### src/sv/pfe_pkg.sv
// ----------------------------------------------------------------------------
// pfe_pkg
// Shared types and constants of the postfix expression evaluator: token and
// result payloads, operation and status codes, Q16.16 limits, state types.
// ----------------------------------------------------------------------------
package pfe_pkg;

    localparam int STACK_DEPTH_DEF = 16;
    localparam int WORD_W          = 32;
    localparam int CNT_W           = $clog2(WORD_W);

    localparam logic [2:0] OP_PUSH = 3'd0;
    localparam logic [2:0] OP_ADD  = 3'd1;
    localparam logic [2:0] OP_SUB  = 3'd2;
    localparam logic [2:0] OP_MUL  = 3'd3;
    localparam logic [2:0] OP_DIV  = 3'd4;

    localparam logic [1:0] ST_OK        = 2'd0;
    localparam logic [1:0] ST_UNDERFLOW = 2'd1;
    localparam logic [1:0] ST_OVERFLOW  = 2'd2;
    localparam logic [1:0] ST_DIVZERO   = 2'd3;

    localparam logic [31:0] Q_MAX         = 32'h7FFF_FFFF;
    localparam logic [31:0] Q_MIN         = 32'h8000_0000;
    localparam logic [31:0] DIVZERO_VALUE = 32'hFC19_0000;
    localparam logic [63:0] ROUND_HALF    = 64'd32768;

    typedef struct packed {
        logic [2:0]         operation;
        logic signed [31:0] operand_value;
    } t_in;

    typedef struct packed {
        logic signed [31:0] top_value;
        logic [4:0]         stack_depth;
        logic [1:0]         status;
    } t_out;

    typedef enum logic [1:0] {
        S_IDLE,
        S_EXEC,
        S_CALC,
        S_DONE
    } t_state;

    typedef enum logic [1:0] {
        A_IDLE,
        A_SETUP,
        A_RUN,
        A_FINISH
    } t_alu_state;

    typedef struct packed {
        logic        start;
        logic [2:0]  op;
        logic [31:0] left;
        logic [31:0] right;
    } t_alu_req;

    typedef struct packed {
        logic        done;
        logic        divzero;
        logic [31:0] value;
    } t_alu_rsp;

endpackage

### src/sv/postfix_expression_evaluator.sv
// ----------------------------------------------------------------------------
// postfix_expression_evaluator
// Postfix token evaluator on a bounded Q16.16 value stack. Each token yields
// one result with the top of stack, the depth and a status.
//
//   channel | direction | handshake                 | payload
//   --------+-----------+---------------------------+------------------------
//   token   | in        | i_in_valid / o_in_ready   | i_in_data  (t_in)
//   result  | out       | o_out_valid / i_out_ready | o_out_data (t_out)
//
// One token at a time. A push or an unknown token passes through the execute
// and done states; an operator also waits in the calculate state for the
// 32-step bit-serial loop of the arithmetic unit.
// The result register lets the next token transfer while a result waits.
// Reset empties the stack; stack memory contents are not cleared.
// ----------------------------------------------------------------------------
module postfix_expression_evaluator #(
    parameter int STACK_DEPTH = pfe_pkg::STACK_DEPTH_DEF
) (
    input  logic          i_clk,
    input  logic          i_rst_n,
    input  logic          i_in_valid,
    input  pfe_pkg::t_in  i_in_data,
    output logic          o_in_ready,
    output logic          o_out_valid,
    output pfe_pkg::t_out o_out_data,
    input  logic          i_out_ready
);
    import pfe_pkg::*;

    localparam int ADDR_W = (STACK_DEPTH > 1) ? $clog2(STACK_DEPTH) : 1;
    localparam int SP_W   = $clog2(STACK_DEPTH + 1);

    t_state r_state;
    t_state n_state;

    t_in         r_tok;
    logic [SP_W-1:0] r_sp;
    logic [31:0] r_top;
    logic [1:0]  r_status;
    logic        r_under;
    t_out        r_out;
    logic        r_out_valid;
    logic [31:0] r_mem [STACK_DEPTH];
    logic [31:0] r_rd_data;

    t_alu_req alu_req;
    t_alu_rsp alu_rsp;

    logic              accept;
    logic              is_push;
    logic              is_arith;
    logic              full;
    logic              empty;
    logic              two;
    logic [SP_W-1:0]   sp_m1;
    logic [SP_W-1:0]   sp_m2;
    logic [ADDR_W-1:0] wr_addr;
    logic [ADDR_W-1:0] rd_addr;
    logic              out_load;
    logic              mem_we;

    assign accept   = i_in_valid && o_in_ready;
    assign is_push  = (r_tok.operation == OP_PUSH);
    assign is_arith = (r_tok.operation == OP_ADD) || (r_tok.operation == OP_SUB) ||
                      (r_tok.operation == OP_MUL) || (r_tok.operation == OP_DIV);
    assign full     = (r_sp == SP_W'(STACK_DEPTH));
    assign empty    = (r_sp == '0);
    assign two      = (r_sp >= SP_W'(2));
    assign sp_m1    = r_sp - SP_W'(1);
    assign sp_m2    = r_sp - SP_W'(2);
    assign wr_addr  = sp_m1[ADDR_W-1:0];
    assign rd_addr  = two ? sp_m2[ADDR_W-1:0] : '0;

    always_comb begin
        n_state = r_state;
        case (r_state)
            S_IDLE: begin
                if (accept) begin
                    n_state = S_EXEC;
                end
            end
            S_EXEC: n_state = is_arith ? S_CALC : S_DONE;
            S_CALC: begin
                if (alu_rsp.done) begin
                    n_state = S_DONE;
                end
            end
            S_DONE: begin
                if (out_load) begin
                    n_state = S_IDLE;
                end
            end
            default: n_state = S_IDLE;
        endcase
    end

    always_comb begin
        o_in_ready    = (r_state == S_IDLE);
        alu_req.start = (r_state == S_EXEC) && is_arith;
        alu_req.op    = r_tok.operation;
        alu_req.left  = two ? r_rd_data : '0;
        alu_req.right = empty ? '0 : r_top;
        out_load      = (r_state == S_DONE) && (!r_out_valid || i_out_ready);
        mem_we        = (r_state == S_EXEC) && is_push && !full && !empty;
    end

    pfe_alu u_alu (
        .i_clk   (i_clk),
        .i_rst_n (i_rst_n),
        .i_req   (alu_req),
        .o_rsp   (alu_rsp)
    );

    always_ff @(posedge i_clk) begin
        if (!i_rst_n) begin
            r_state     <= S_IDLE;
            r_sp        <= '0;
            r_out_valid <= 1'b0;
        end else begin
            r_state <= n_state;
            if ((r_state == S_EXEC) && is_push && !full) begin
                r_sp <= r_sp + SP_W'(1);
            end else if ((r_state == S_CALC) && alu_rsp.done) begin
                r_sp <= two ? sp_m1 : SP_W'(1);
            end
            if (out_load) begin
                r_out_valid <= 1'b1;
            end else if (i_out_ready) begin
                r_out_valid <= 1'b0;
            end
        end
    end

    always_ff @(posedge i_clk) begin
        if (accept) begin
            r_tok <= i_in_data;
        end
        if (r_state == S_EXEC) begin
            r_under <= !two;
            if (is_push) begin
                if (!full) begin
                    r_top <= r_tok.operand_value;
                end
                r_status <= full ? ST_OVERFLOW : ST_OK;
            end else if (!is_arith) begin
                r_status <= ST_OK;
            end
        end
        if ((r_state == S_CALC) && alu_rsp.done) begin
            r_top <= alu_rsp.value;
            if (r_under) begin
                r_status <= ST_UNDERFLOW;
            end else if (alu_rsp.divzero && (r_tok.operation == OP_DIV)) begin
                r_status <= ST_DIVZERO;
            end else begin
                r_status <= ST_OK;
            end
        end
        if (out_load) begin
            r_out.top_value   <= empty ? '0 : r_top;
            r_out.stack_depth <= 5'(r_sp);
            r_out.status      <= r_status;
        end
    end

    always_ff @(posedge i_clk) begin
        if (mem_we) begin
            r_mem[wr_addr] <= r_top;
        end
        r_rd_data <= r_mem[rd_addr];
    end

    assign o_out_valid = r_out_valid;
    assign o_out_data  = r_out;

endmodule

### src/sv/pfe_alu.sv
// ----------------------------------------------------------------------------
// pfe_alu
// Bit-serial Q16.16 arithmetic unit: serial add and subtract, shift-add
// signed multiply with rounding, restoring divide, all with saturation.
// One operand bit per cycle in the run state, between a setup and a finish state.
// ----------------------------------------------------------------------------
module pfe_alu (
    input  logic              i_clk,
    input  logic              i_rst_n,
    input  pfe_pkg::t_alu_req i_req,
    output pfe_pkg::t_alu_rsp o_rsp
);
    import pfe_pkg::*;

    t_alu_state r_state;
    t_alu_state n_state;

    logic [2:0]       r_op;
    logic [31:0]      r_x;
    logic [31:0]      r_y;
    logic [31:0]      r_hi;
    logic [31:0]      r_lo;
    logic             r_c;
    logic             r_ov;
    logic             r_sgn;
    logic             r_neg;
    logic             r_big;
    logic             r_dz;
    logic [CNT_W-1:0] r_cnt;
    logic [31:0]      r_res;
    logic             r_done;

    logic        do_start;
    logic        do_setup;
    logic        do_run;
    logic        do_finish;
    logic        last;
    logic        sub;
    logic        ai;
    logic        bi;
    logic        s_bit;
    logic        c_next;
    logic [32:0] addend;
    logic [32:0] msum;
    logic [32:0] dt;
    logic [32:0] ddiff;
    logic        dge;
    logic [31:0] absx;
    logic [31:0] absy;
    logic [63:0] psum;
    logic        mul_sat;
    logic [31:0] mul_val;
    logic [31:0] div_val;
    logic [31:0] addsub_val;
    logic [31:0] res_val;

    always_comb begin
        n_state = r_state;
        case (r_state)
            A_IDLE: begin
                if (i_req.start) begin
                    n_state = A_SETUP;
                end
            end
            A_SETUP:  n_state = A_RUN;
            A_RUN: begin
                if (last) begin
                    n_state = A_FINISH;
                end
            end
            A_FINISH: n_state = A_IDLE;
            default:  n_state = A_IDLE;
        endcase
    end

    always_comb begin
        do_start  = 1'b0;
        do_setup  = 1'b0;
        do_run    = 1'b0;
        do_finish = 1'b0;
        case (r_state)
            A_IDLE:   do_start  = i_req.start;
            A_SETUP:  do_setup  = 1'b1;
            A_RUN:    do_run    = 1'b1;
            A_FINISH: do_finish = 1'b1;
            default:  do_start  = 1'b0;
        endcase
    end

    assign last = (r_cnt == CNT_W'(WORD_W - 1));
    assign sub  = (r_op == OP_SUB);

    assign ai     = r_x[0];
    assign bi     = r_y[0] ^ sub;
    assign s_bit  = ai ^ bi ^ r_c;
    assign c_next = (ai & bi) | (ai & r_c) | (bi & r_c);

    always_comb begin
        if (!r_lo[0]) begin
            addend = '0;
        end else if (last) begin
            addend = -{r_x[31], r_x};
        end else begin
            addend = {r_x[31], r_x};
        end
    end
    assign msum = {r_hi[31], r_hi} + addend;

    assign dt    = {r_hi, r_lo[31]};
    assign ddiff = dt - {1'b0, r_y};
    assign dge   = (dt >= {1'b0, r_y});

    assign absx = r_x[31] ? -r_x : r_x;
    assign absy = r_y[31] ? -r_y : r_y;

    assign psum    = {r_hi, r_lo} + ROUND_HALF;
    assign mul_sat = ~(&psum[63:47]) & (|psum[63:47]);
    assign mul_val = mul_sat ? (psum[63] ? Q_MIN : Q_MAX) : psum[47:16];

    always_comb begin
        if (r_dz) begin
            div_val = DIVZERO_VALUE;
        end else if (r_big) begin
            div_val = r_neg ? Q_MIN : Q_MAX;
        end else if (!r_neg) begin
            div_val = r_lo[31] ? Q_MAX : r_lo;
        end else begin
            div_val = (r_lo[31] && (|r_lo[30:0])) ? Q_MIN : -r_lo;
        end
    end

    assign addsub_val = r_ov ? (r_sgn ? Q_MIN : Q_MAX) : r_lo;

    always_comb begin
        case (r_op)
            OP_MUL:  res_val = mul_val;
            OP_DIV:  res_val = div_val;
            default: res_val = addsub_val;
        endcase
    end

    always_ff @(posedge i_clk) begin
        if (!i_rst_n) begin
            r_state <= A_IDLE;
            r_done  <= 1'b0;
        end else begin
            r_state <= n_state;
            r_done  <= do_finish;
        end
    end

    always_ff @(posedge i_clk) begin
        if (do_start) begin
            r_op <= i_req.op;
            r_x  <= i_req.left;
            r_y  <= i_req.right;
        end
        if (do_setup) begin
            r_cnt <= '0;
            case (r_op)
                OP_MUL: begin
                    r_lo <= r_y;
                    r_hi <= '0;
                    r_dz <= 1'b0;
                end
                OP_DIV: begin
                    r_neg <= r_x[31] ^ r_y[31];
                    r_y   <= absy;
                    r_hi  <= {16'b0, absx[31:16]};
                    r_lo  <= {absx[15:0], 16'b0};
                    r_big <= ({16'b0, absx[31:16]} >= absy);
                    r_dz  <= (r_y == '0);
                end
                default: begin
                    r_c  <= sub;
                    r_dz <= 1'b0;
                end
            endcase
        end
        if (do_run) begin
            r_cnt <= r_cnt + CNT_W'(1);
            case (r_op)
                OP_MUL: begin
                    r_hi <= msum[32:1];
                    r_lo <= {msum[0], r_lo[31:1]};
                end
                OP_DIV: begin
                    r_hi <= dge ? ddiff[31:0] : dt[31:0];
                    r_lo <= {r_lo[30:0], dge};
                end
                default: begin
                    r_x  <= {1'b0, r_x[31:1]};
                    r_y  <= {1'b0, r_y[31:1]};
                    r_lo <= {s_bit, r_lo[31:1]};
                    r_c  <= c_next;
                    if (last) begin
                        r_ov  <= (ai == bi) && (s_bit != ai);
                        r_sgn <= ai;
                    end
                end
            endcase
        end
        if (do_finish) begin
            r_res <= res_val;
        end
    end

    assign o_rsp.done    = r_done;
    assign o_rsp.divzero = r_dz;
    assign o_rsp.value   = r_res;

endmodule

### config.mk
export PLATFORM = sky130hd
export DESIGN_NAME = postfix_expression_evaluator
export DESIGN_NICKNAME = d
export VERILOG_FILES = /design/src/sv/pfe_pkg.sv /design/src/sv/postfix_expression_evaluator.sv /design/src/sv/pfe_alu.sv
export SDC_FILE = /design/constraint.sdc
export NUM_CORES = 1
export LEC_CHECK = 0
export ABC_AREA = 1
export BUFFER_PORTS_ARGS = -buffer_cell sky130_fd_sc_hd__buf_4
export CAP_MARGIN = 30
export CELL_PAD_IN_SITES_DETAIL_PLACEMENT = 1
export CELL_PAD_IN_SITES_GLOBAL_PLACEMENT = 2
export CORE_MARGIN = 4
export CORE_UTILIZATION = 45
export CTS_BUF_LIST = sky130_fd_sc_hd__clkbuf_2 sky130_fd_sc_hd__clkbuf_4 sky130_fd_sc_hd__clkbuf_8
export CTS_CLUSTER_DIAMETER = 80
export DETAILED_ROUTE_END_ITERATION = 8
export HOLD_SLACK_MARGIN = 0.08
export PLACE_DENSITY_LB_ADDON = 0.1
export SETUP_SLACK_MARGIN = 0.15
export SLEW_MARGIN = 20
export SYNTH_ARGS = -nofsm -noshare
export SYNTH_HDL_FRONTEND = slang
export SYNTH_SLANG_ARGS = --single-unit
### constraint.sdc
create_clock -name i_clk -period 12.9 [get_ports i_clk]
set_clock_uncertainty 0.05 [all_clocks]
set_input_delay 1.29 -clock i_clk [delete_from_list [all_inputs] [get_ports i_clk]]
set_output_delay 1.29 -clock i_clk [all_outputs]
set_load 0.1 [all_outputs]
# Yosys cells after proc, flatten, opt, wreduce, memory -nomap -nowiden
# Memories as Yosys holds them, arrays and structs flattened. A register that Yosys moved wholly into a read port is not among the register bits.
# Index checks and enable logic that the tools add are counted.
[op_classes]
addsub = 11
mul = 0
div = 0
magnitude_cmp = 3
n_eq_ne = 24
n_shift = 0
n_mux = 71
bitwise = 12
n_reduce_logical = 40
[op_table]
columns = ["cell", "count"]
rows = [
  ["$mux W32", 30],
  ["$pmux W32 S2", 5],
  ["$neg A32 Y32", 3],
  ["$mux W33", 2],
  ["$add A64 B16 Y64 const B", 1],
  ["$add A33 B33 Y33", 1],
  ["$ge A33 B32 Y1", 1],
  ["$neg A33 Y33", 1],
  ["$ge A16 B32 Y1", 1],
  ["$logic_not A32 Y1", 1],
  ["$sub A32 B32 Y32", 1],
  ["$mux W31", 1],
  ["$reduce_or A31 Y1", 1],
  ["$mux W5", 5],
  ["$mux W2", 12],
  ["$reduce_and A17 Y1", 1],
  ["$reduce_or A17 Y1", 1],
  ["$pmux W2 S4", 2],
  ["$mux W1", 13],
  ["$eq A3 B2 Y1 const B", 4],
  ["$add A5 B1 Y5 const B", 2],
  ["$eq A5 B5 Y1 const B", 2],
  ["$logic_and A1 B1 Y1", 10],
  ["$ne A2 B1 Y1 const B", 5],
  ["other kinds (26)", 55],
]
[word_totals]
regBits = 294
latch_bits = 0
ramBits = 512
rom_bits = 0
wordCells = 188
n_memories = 1
[memory_table]
columns = ["memory", "words", "width", "rd", "rd_ports_with_merged_regs", "wr", "line", "source"]
rows = [
  ["r_mem", 16, 32, 1, 1, 1, "postfix_expression_evaluator.sv:44", "logic [31:0] r_mem [STACK_DEPTH];"],
]

# Longest topological paths before layout
# Gate-level depths: netlist of run 1.
[logic_depth]
word_depth = 11
ltp_mapped = 26

# Hierarchy
# Synthesis of run 1 repeated with hierarchy kept, for this count alone.
[unflattened]
cells_unflattened = 5456
hier_area_um2 = 46462.1
[modules_own_cells]
columns = ["module", "n_inst", "cells_each", "area_per_inst_um2", "seq_area_each_um2"]
rows = [
  ["postfix_expression_evaluator", 1, 2322, 27616.5, 19448.7],
  ["pfe_alu", 1, 3134, 18845.6, 4314.1],
]

# Worst setup path after synthesis of run 1
# Ideal clock, no wire load.
[synth_path]
path_kind = "register -> register"
from = "reg r_sp[0]"
to = "mem r_mem[0][0], enable pin"
setup_ps = 421
arrival_ps = 3845
path_slack_ps = 8584
stages_incl_launch_ff = 13
n_path_buf = 3
path_cell_list = "dfxtp_1 -> clkbuf_1 -> clkbuf_1 -> clkbuf_1 -> inv_1 -> ha_1 -> nand3_1 -> nor2_1 -> nor3_1 -> inv_1 -> nor2_1 -> nand2_1 -> nor2_1"
[synth_via]
elab_chain_len = 6
[synth_lines]
columns = ["element", "line", "source"]
rows = [
  ["from (decl)", "postfix_expression_evaluator.sv:38", "logic [SP_W-1:0] r_sp;"],
  ["from (signal assigned)", "postfix_expression_evaluator.sv:123", "r_sp <= r_sp + SP_W'(1);"],
  ["from (signal assigned)", "postfix_expression_evaluator.sv:125", "r_sp <= two ? sp_m1 : SP_W'(1);"],
  ["$eq A5 B5 Y1", "postfix_expression_evaluator.sv:67", "assign full = (r_sp == SP_W'(STACK_DEPTH));"],
  ["$logic_not A1 Y1", "-", ""],
  ["$logic_and A1 B1 Y1 (2 in a row)", "postfix_expression_evaluator.sv:105", "mem_we = (r_state == S_EXEC) && is_push && !full && !empty;"],
  ["$mux W1", "postfix_expression_evaluator.sv:168", "if (mem_we) begin"],
  ["$mux W1 (not written as such)", "postfix_expression_evaluator.sv:169", "r_mem[wr_addr] <= r_top;"],
  ["to (decl)", "postfix_expression_evaluator.sv:44", ""],
]
# Parallel ways exist; a longest one is shown, timed or not.

# Final worst setup path of run 1
[layout_path]
from = "reg r_sp[1]"
to = "reg r_rd_data[10] (read register of r_mem)"
[layout_via]
elab_chain_len = 2
[layout_lines]
columns = ["element", "line", "source"]
rows = [
  ["$sub A4 B2 Y4 or $ge A5 B2 Y1 (tied branches)", "postfix_expression_evaluator.sv:71, postfix_expression_evaluator.sv:69", ""],
  ["$mux W4 (*)", "postfix_expression_evaluator.sv:73", "assign rd_addr = two ? sp_m2[ADDR_W-1:0] : '0;"],
  ["to (decl)", "postfix_expression_evaluator.sv:45", "logic [31:0] r_rd_data;"],
]
# Mark *: on every way between the ends. The rest lies on a longest branch, timed or not.
# A chain may end at the register's enable or synchronous reset.

==> key figures, run 1 <==
Timing
  • Final hold violations: 0
  • Final period util: a little under two fifths
  • Rel. slew slack: 32.5%
  • RSZ-0062 raised after global routing: false
  • Final Setup Violations: 0
  • FMAX: between 0.2 and 0.25 GHz
  • Setup TNS: 0 ns
  • Slew Limit Fails: 0
  • Min Clock Period, post-route: between 4 and 5 ns
  • Actual slew at the worst max-slew pin: roughly 1.0 ns
  • Hold Slack: between 0.3 and 0.4 ns

Pwr
  • Power per cell area: between 200 and 250 nW/um^2
  • Switching share of power: between 40% and 50%
  • P_sw: between 0.004 and 0.005 W
  • Leakage power: between 15 and 20 nW
  • Tot Pwr: roughly 0.011 W
  • Peak supply drop: approximately 0.00011 V
  • Share of power burned in registers: approximately a third
  • Logic pwr share: between 40% and 50%
  • Internal power: between 0.006 and 0.007 W
  • Clk pwr share: around 22%

Route
  • Drt via density: 6.04
  • Drt drc: 0
  • Vias post-DR: 38,100
  • DRT Pass-1 Iters: 5
  • Final wirelength: between 150,000 and 200,000 um
  • Drt wl/cell: approximately 27 um
  • Initial DRC count: about 3,800
  • Detail Route Antenna Nets: 0

GRT
  • Gr usage total: 32.8%
  • Largest net degree at the start of global routing: between 200 and 250
  • Global-route wire length before repair: around 250,000 um
  • Initial antenna violation count: 14
  • Vias in the first global route: between 30,000 and 40,000
  • GRT overflow: 0

Logic synthesis
  • Commonest cells post-synth: nand2_1 (1,039), edfxtp_1 (698), inv_1 (440)
  • Post-synth EDFFs: approximately 700
  • Top-count cell post-synth: nand2_1
  • Synth unique cells: between 50 and 60
  • Synth area leaders: edfxtp_1 (47%), nand2_1 (8.8%), dfxtp_1 (6.3%)
  • Sequential area share after synthesis: a little over half
  • Ys Warns: 0
  • Main synth FF type: edfxtp_1
  • Syn_area_per_cell: 9.07 um^2
  • Cell area after synthesis: 44,200 um^2
  • Post-Syn Instances: 4,878
  • Top cell type's share of synthesized area: between 40% and 50%
  • Seq cells post-synth: between 800 and 900
  • Async set or reset register ratio after synthesis: 0%
  • Yosys top cell by area: edfxtp_1
  • Syn Nets: just over 5,000

CTS
  • Clock tree sinks: around 840
  • Post-CTS Setup Bufs: 0
  • CTS Buf Count: between 100 and 150
  • CTS tree: built
  • H-tree depth: 4
  • Worst-Skew Late Latency: 0.82 ns
  • Post-CTS Resized: 0
  • Maximum clock path buffer count: 3
  • CTS Hold Bufs: 0
  • Clock transition at path regs: roughly 0.060 ns
  • CTS root buf: clkbuf_8

Flow run
  • Max-cap violation count: 0

Floorplanning
  • Initial core utilization: a little under half
  • CORE AREA: 97,100 um^2
  • Core Rows: around 110
  • Die ar.: just over 100,000 um^2
  • Die width: roughly 320 um
  • Io pins: 80
  • Die Ht: 322 um

Setup path
  • Startpoint types: register
  • Critical path type: register to register
  • Max FO, Critical Path: roughly 170
  • Reg2Reg Setup Slack: between 8 and 9 ns
  • Critical Path RT: between 10 and 15 ns
  • WP data arrival: ~5.6 ns
  • Crit path capture type: register

Finish
  • Final core utilization: between 50% and 60%
  • Area delta synth->final: 11.3%
  • # nets final: slightly above 5,000
  • Post-route insts no fill: 6,309
  • Fillers: 11,200
  • Share of cells above drive strength 1: 9.66%

Place
  • DP Cell Count: 6,052
  • RePlAce Congestion: a little under 1
  • I/O Buffers: slightly below 80
  • Final HPWL DP: 121,000 um

Worst hold path
  • Worst hold path type: register to register

Run status
  • Status: finished, final reports clean
cells by family after synthesis:
logic type	count (synthesis)	share of synthesized area [%]
buffers and inverters	714	6.28
and+or+nand+nor	2045	19.6
DFF	838	53.7
xor gates and xnor gates	131	2.59
adders and majority gates	110	3.16
AOI/OAI and AO/OA	1040	14.6
routing by layer:
metal | track usage [%] | vias up | wire length [um]
li1 | - | 17300 | -
met1 | 42.9 | 19000 | 71000
met2 | 54.0 | 1472 | 81500
met3 | 5.78 | 388 | 11900
met4 | 14.4 | 16 | 8040
met5 | 0 | - | 116
power by group through the flow:
stage,clock network (W),registers [W],logic [W]
final,0.00246,0.00388,0.00469
after global placement,0,0.00391,0.00453
after floorplan,0,0.00369,0.00303
after CTS,0.00250,0.00386,0.00464
after global routing,0.00263,0.00390,0.00517
after detailed placement,0,0.00391,0.00461
registers in the layout, summed over array words and instances (netlist names), 2 cells and up:
signal         count
r_mem            512
u_alu.r_state      2
u_alu.r_x         32
u_alu.r_lo        32
u_alu.r_cnt        5
r_rd_data         32
r_state            2
r_sp               5
alu_req            3
r_top             32
u_alu.r_y         32
u_alu.r_op         3
u_alu.r_hi        32
r_tok             32
o_out_data        39
r_status           2
u_alu.r_res       32
critical path: stages (launching register included):
cell and delay [ns]:
dfxtp_1 0.42, inv_1 0.20, ha_1 0.24, inv_1 0.05
nor2_1 0.23, and3_1 0.46, inv_4 0.17, buf_4 0.30
nand2_4 0.70, buf_12 0.38, buf_16 0.51, nor2_1 0.12
o311ai_0 0.43, nand3_1 0.15, nand2_1 0.12
final timing paths:
kind                             start                      end  cells past startpoint
min          r_status[0]$_SDFFCE_PN0P_  o_out_data[0]$_DFFE_PP_                      0
min reg2reg  r_status[0]$_SDFFCE_PN0P_  o_out_data[0]$_DFFE_PP_                      0
max               r_sp[1]$_SDFFE_PN0P_    r_rd_data[10]$_DFF_P_                     14
max reg2reg       r_sp[1]$_SDFFE_PN0P_    r_rd_data[10]$_DFF_P_                     14
layout make-up:
cell class / count / area, um^2 / area share [%]
repair buffers: 153 / 1290 / 2.62
flip-flops and latches: 838 / 23800 / 48.3
diodes: 2 / 5.00 / 0.0102
well taps: 1276 / 1600 / 3.24
clock buffers: 212 / 2600 / 5.28
inverters: 462 / 1740 / 3.54
clock inverters: 40 / 312 / 0.633
multi-input cells: 3326 / 17900 / 36.4
placed cells by master, fill, tap and decap left out, drive strengths merged, types with 150 or more instances in the layout:
cell type | netlist | final
clkbuf | 184 | 212
nand3 | 430 | 430
edfxtp | 698 | 698
o21ai | 340 | 340
buf | 68 | 153
nand2 | 1048 | 1048
nor2 | 448 | 448
a21oi | 295 | 295
o221ai | 150 | 150
inv | 448 | 456
metrics by stage:
step / worst slack, ns / cell area, um^2
after floorplan: 8.58 / 44200
after detailed placement: 8.23 / 46200
final: 8.00 / 49200
after CTS: 8.15 / 49100
after global placement: 8.55 / 46100
after global routing: 7.71 / 49200
(Power assumes the default switching activity.)
==> run 2, diff against run 1 <==
--- a/config.mk
+++ b/config.mk
@@ -5,7 +5,7 @@
 export SDC_FILE = /design/constraint.sdc
 export NUM_CORES = 1
 export LEC_CHECK = 0
-export ABC_AREA = 1
+export ABC_AREA = 0
 export BUFFER_PORTS_ARGS = -buffer_cell sky130_fd_sc_hd__buf_4
 export CAP_MARGIN = 30
 export CELL_PAD_IN_SITES_DETAIL_PLACEMENT = 1
==> constraint.sdc (replaced) <==
create_clock -name i_clk -period 4.66 [get_ports i_clk]
set_clock_uncertainty 0.05 [all_clocks]
set_input_delay 0.466 -clock i_clk [delete_from_list [all_inputs] [get_ports i_clk]]
set_output_delay 0.466 -clock i_clk [all_outputs]
set_load 0.1 [all_outputs]
==> key figures, run 2 <==
Run status
  • Status: finished, final reports clean (unchanged)

Finish
  • Multi-input logic area: 17,600 um^2 (was 17,900 um^2)
  • Post-route insts no fill: 5,399 (was 6,309)
  • Max reg flops: 512 (unchanged)
  • Reg area: 23,800 um^2 (unchanged)
  • Fillers: 9,932 (was 11,200)
  • Largest register by flop count: r_mem (unchanged)
  • Most frequent cells in the layout: edfxtp_1 (698), nand2_1 (560), buf_4 (226) (was nand2_1 (1,037), edfxtp_1 (698), inv_1 (440))
  • Commonest non-fill, non-tap cell in the layout: edfxtp_1 (was nand2_1)
  • Share of cells above drive strength 1: 16.0% (was 9.66%)
  • Area delta synth->final: 14.2% (was 11.3%)
  • # nets final: 4,175 (was 5,072)

Route
  • Drt via density: 6.20 (was 6.04)
  • Drt drc: 0 (unchanged)
  • Vias post-DR: 33,500 (was 38,100)
  • Detail Route Antenna Nets: 0 (unchanged)
  • Final wirelength: 161,000 um (was 173,000 um)
  • DRT Pass-1 Iters: 5 (unchanged)
  • Drt wl/cell: 29.8 um (was 27.4 um)
  • Initial DRC count: 2,898 (was 3,761)

Logic synthesis
  • Main synth FF type: edfxtp_1 (unchanged)
  • Sequential area share after synthesis: 55.9% (was 53.7%)
  • Yosys top cell by area: edfxtp_1 (unchanged)
  • Async set or reset register ratio after synthesis: 0% (unchanged)
  • Synth unique cells: 83 (was 52)
  • Cell area after synthesis: 42,500 um^2 (was 44,200 um^2)
  • Syn Nets: 4,032 (was 5,027)
  • Syn_area_per_cell: 10.9 um^2 (was 9.07 um^2)
  • Seq cells post-synth: 838 (unchanged)
  • Ys Warns: 0 (unchanged)
  • Post-Syn Instances: 3,883 (was 4,878)
  • Post-synth EDFFs: 698 (unchanged)
  • Synth area leaders: edfxtp_1 (49%), dfxtp_1 (6.6%), nand2_1 (5.0%) (was edfxtp_1 (47%), nand2_1 (8.8%), dfxtp_1 (6.3%))
  • Top-count cell post-synth: edfxtp_1 (was nand2_1)
  • Top cell type's share of synthesized area: 49.3% (was 47.4%)
  • Commonest cells post-synth: edfxtp_1 (698), nand2_1 (562), nor2_1 (246) (was nand2_1 (1,039), edfxtp_1 (698), inv_1 (440))

Pwr
  • Leakage power: 16.8 nW (was 18.8 nW)
  • Peak supply drop: 0.000334 V (was 0.000114 V)
  • Power per cell area: 556 nW/um^2 (was 224 nW/um^2)

Setup path
  • Launching point of the worst reg2reg path: u_alu.r_x[12]$_DFF_P_ (was r_sp[1]$_SDFFE_PN0P_)
  • CP peak stage delay: 0.59 ns (was 0.70 ns)
  • Setup crit start: u_alu.r_x[12]$_DFF_P_ (was r_sp[1]$_SDFFE_PN0P_)
  • Crit path capture type: register (unchanged)
  • Reg2reg path depth: 16 (was 14)
  • Critical Path RT: 5.28 ns (was 13.59 ns)
  • Startpoint types: register (unchanged)
  • Critical-path cell list: or4_1 -> or2_2 -> or3_1 -> o31ai_1 -> xor2_1 -> nor2_1 -> ha_1 -> o21a_1 -> o21ai_0 -> a21oi_1 -> a21boi_0 -> a31oi_2 -> o21ai_1 -> a31oi_1 -> xnor2_1 -> o211ai_1 (was inv_1 -> ha_1 -> inv_1 -> nor2_1 -> and3_1 -> inv_4 -> buf_4 -> nand2_4 -> buf_12 -> buf_16 -> nor2_1 -> o311ai_0 -> nand3_1 -> nand2_1)
  • RR Endpoint: u_alu.r_hi[31]$_DFF_P_ (was r_rd_data[10]$_DFF_P_)
  • Critical path's slowest cell: or4_1 (was nand2_4)
  • Critical path destination: u_alu.r_hi[31]$_DFF_P_ (was r_rd_data[10]$_DFF_P_)
  • WP data arrival: 4.93 ns (was 5.59 ns)
  • Critical path type: register to register (unchanged)
  • Reg2Reg Setup Slack: 0.35 ns (was 8.00 ns)
  • Max FO, Critical Path: 6 (was 173)

GRT
  • Initial antenna violation count: 7 (was 14)
  • GRT overflow: 0 (unchanged)
  • Largest net degree at the start of global routing: 93 (was 241)
  • Vias in the first global route: 34,400 (was 38,100)
  • Gr usage total: 32.0% (was 32.8%)
  • Global-route wire length before repair: 235,000 um (was 252,000 um)

CTS
  • H-tree depth: 4 (unchanged)
  • CTS tree: built (unchanged)
  • Maximum clock path buffer count: 3 (unchanged)
  • CTS root buf: clkbuf_8 (unchanged)
  • Worst-Skew Late Latency: 0.82 ns (about the same)
  • Clock transition at path regs: 0.07 ns (was 0.06 ns)
  • Clock tree sinks: 838 (unchanged)
  • CTS Buf Count: 142 (unchanged)

Floorplanning
  • Die width: 315 um (was 322 um)
  • Core Rows: 112 (was 114)
  • Io pins: 80 (unchanged)
  • Die Ht: 315 um (was 322 um)
  • Die ar.: 99,400 um^2 (was 103,000 um^2)
  • CORE AREA: 93,500 um^2 (was 97,100 um^2)
  • Initial core utilization: 45.5% (was 45.6%)

Timing
  • Slew Limit Fails: 0 (unchanged)
  • Actual slew at the worst max-slew pin: 0.933 ns (was 1.01 ns)
  • RSZ-0062 raised after global routing: true (was false)
  • Final period util: 92.5% (was 38.0%)
  • Rel. slew slack: 37.6% (was 32.5%)
  • FMAX: 0.232 GHz (was 0.204 GHz)
  • Min Clock Period, post-route: 4.31 ns (was 4.90 ns)
  • Final hold violations: 0 (unchanged)
  • Final Setup Violations: 0 (unchanged)
  • Setup TNS: 0 ns (unchanged)

Flow run
  • Max-cap violation count: 0 (unchanged)

Place
  • DP Cell Count: 5,096 (was 6,052)
  • RePlAce Congestion: 0.922 (was 0.964)
  • Final HPWL DP: 112,000 um (was 121,000 um)
  • I/O Buffers: 79 (unchanged)

Worst hold path
  • Worst hold path type: primary input to register (was register to register)
==> run 2: metal layers <==
layer  global-route usage [%]  share of wire, %  wire, um  up-vias
met1                     42.5                42     67000    17100
met2                     53.2                48     76900     1254
met5                        0             0.034        54        -
met4                     11.9               3.9      6220        8
met3                     5.28               6.5     10500      305
li1                         -                 -         -    14800
==> run 2: logic make-up (layout without fill, tap and decap cells) <==
kind of cell | count (synthesis) | count (layout) | share of synthesized area (%)
xor gates and xnor gates | 182 | 182 | 3.75
AOI/OAI and AO/OA | 888 | 888 | 14.1
buffers and inverters | 351 | 610 | 3.14
adders and majority gates | 110 | 110 | 3.29
and+or+nand+nor | 1310 | 1310 | 14.2
other | 0 | 3 | 0
DFF | 838 | 838 | 55.9
muxes | 204 | 204 | 5.56
==> run 2: stage by stage <==
step	utilization [%]	total power [W]	instance area (um^2)	hold slack [ns]	setup WS, ns
final	51.9	0.0270	48500	0.347	0.350
after detailed placement	48.4	0.0201	45200	0.421	0.133
after global routing	51.9	0.0283	48500	0.297	0.135
after floorplan	-	0.0160	42500	0.350	0.202
after global placement	48.4	0.0199	45200	0.413	0.155
after CTS	51.9	0.0269	48500	0.280	0.225
==> run 2: how the worst min path moves through the flow <==
| stage | from | to | slack [ns] | cells past startpoint |
|---|---|---|---|---|
| CTS | i_in_data[12] | r_tok[12]$_DFFE_PP_ | 0.28 | 2 |
| global placement | r_status[0]$_SDFFCE_PN0P_ | o_out_data[0]$_DFFE_PP_ | 0.41 | 0 |
| global route | i_in_data[13] | r_tok[13]$_DFFE_PP_ | 0.30 | 2 |
| floorplan | r_status[0]$_SDFFCE_PN0P_ | o_out_data[0]$_DFFE_PP_ | 0.35 | 0 |
| finish | i_in_data[27] | r_tok[27]$_DFFE_PP_ | 0.35 | 2 |
| detailed placement | r_status[1]$_DFFE_PP_ | o_out_data[1]$_DFFE_PP_ | 0.42 | 0 |
==> run 2: repair_timing <==
action	4_1_cts	5_1_grt
hold buffers	38	0
setup buffers	0	2
gates resized for setup	1	8
pin swaps	0	2
hold endpoints to repair	46	0
setup endpoints to repair	1	10
==> run 2: critical path, delay by kind of cell (launching register included) <==
kind | cells | cell delay (ns)
fa+ha+maj | 1 | 0.29
xor+xnor | 2 | 0.35
simple gates | 4 | 1.41
flops | 1 | 0.31
compound gates | 9 | 1.77
==> run 2: layout make-up <==
| type | instances | area share, % |
|---|---|---|
| sequential | 838 | 49.0 |
| multi-input combinational | 2694 | 36.3 |
| clock buffer | 213 | 5.34 |
| timing repair buffer | 280 | 4.94 |
| tap | 1254 | 3.23 |
| clock inverter | 47 | 0.624 |
| inverter | 70 | 0.541 |
| antenna | 3 | 0.0155 |
==> run 2: power by group <==
part | leakage (nW) | internal (W) | switching [W]
Clock | 1.54 | 0.00369 | 0.00308
Combinational | 7.76 | 0.00349 | 0.00663
Sequential | 7.47 | 0.00898 | 0.00111
Total | 16.8 | 0.0162 | 0.0108
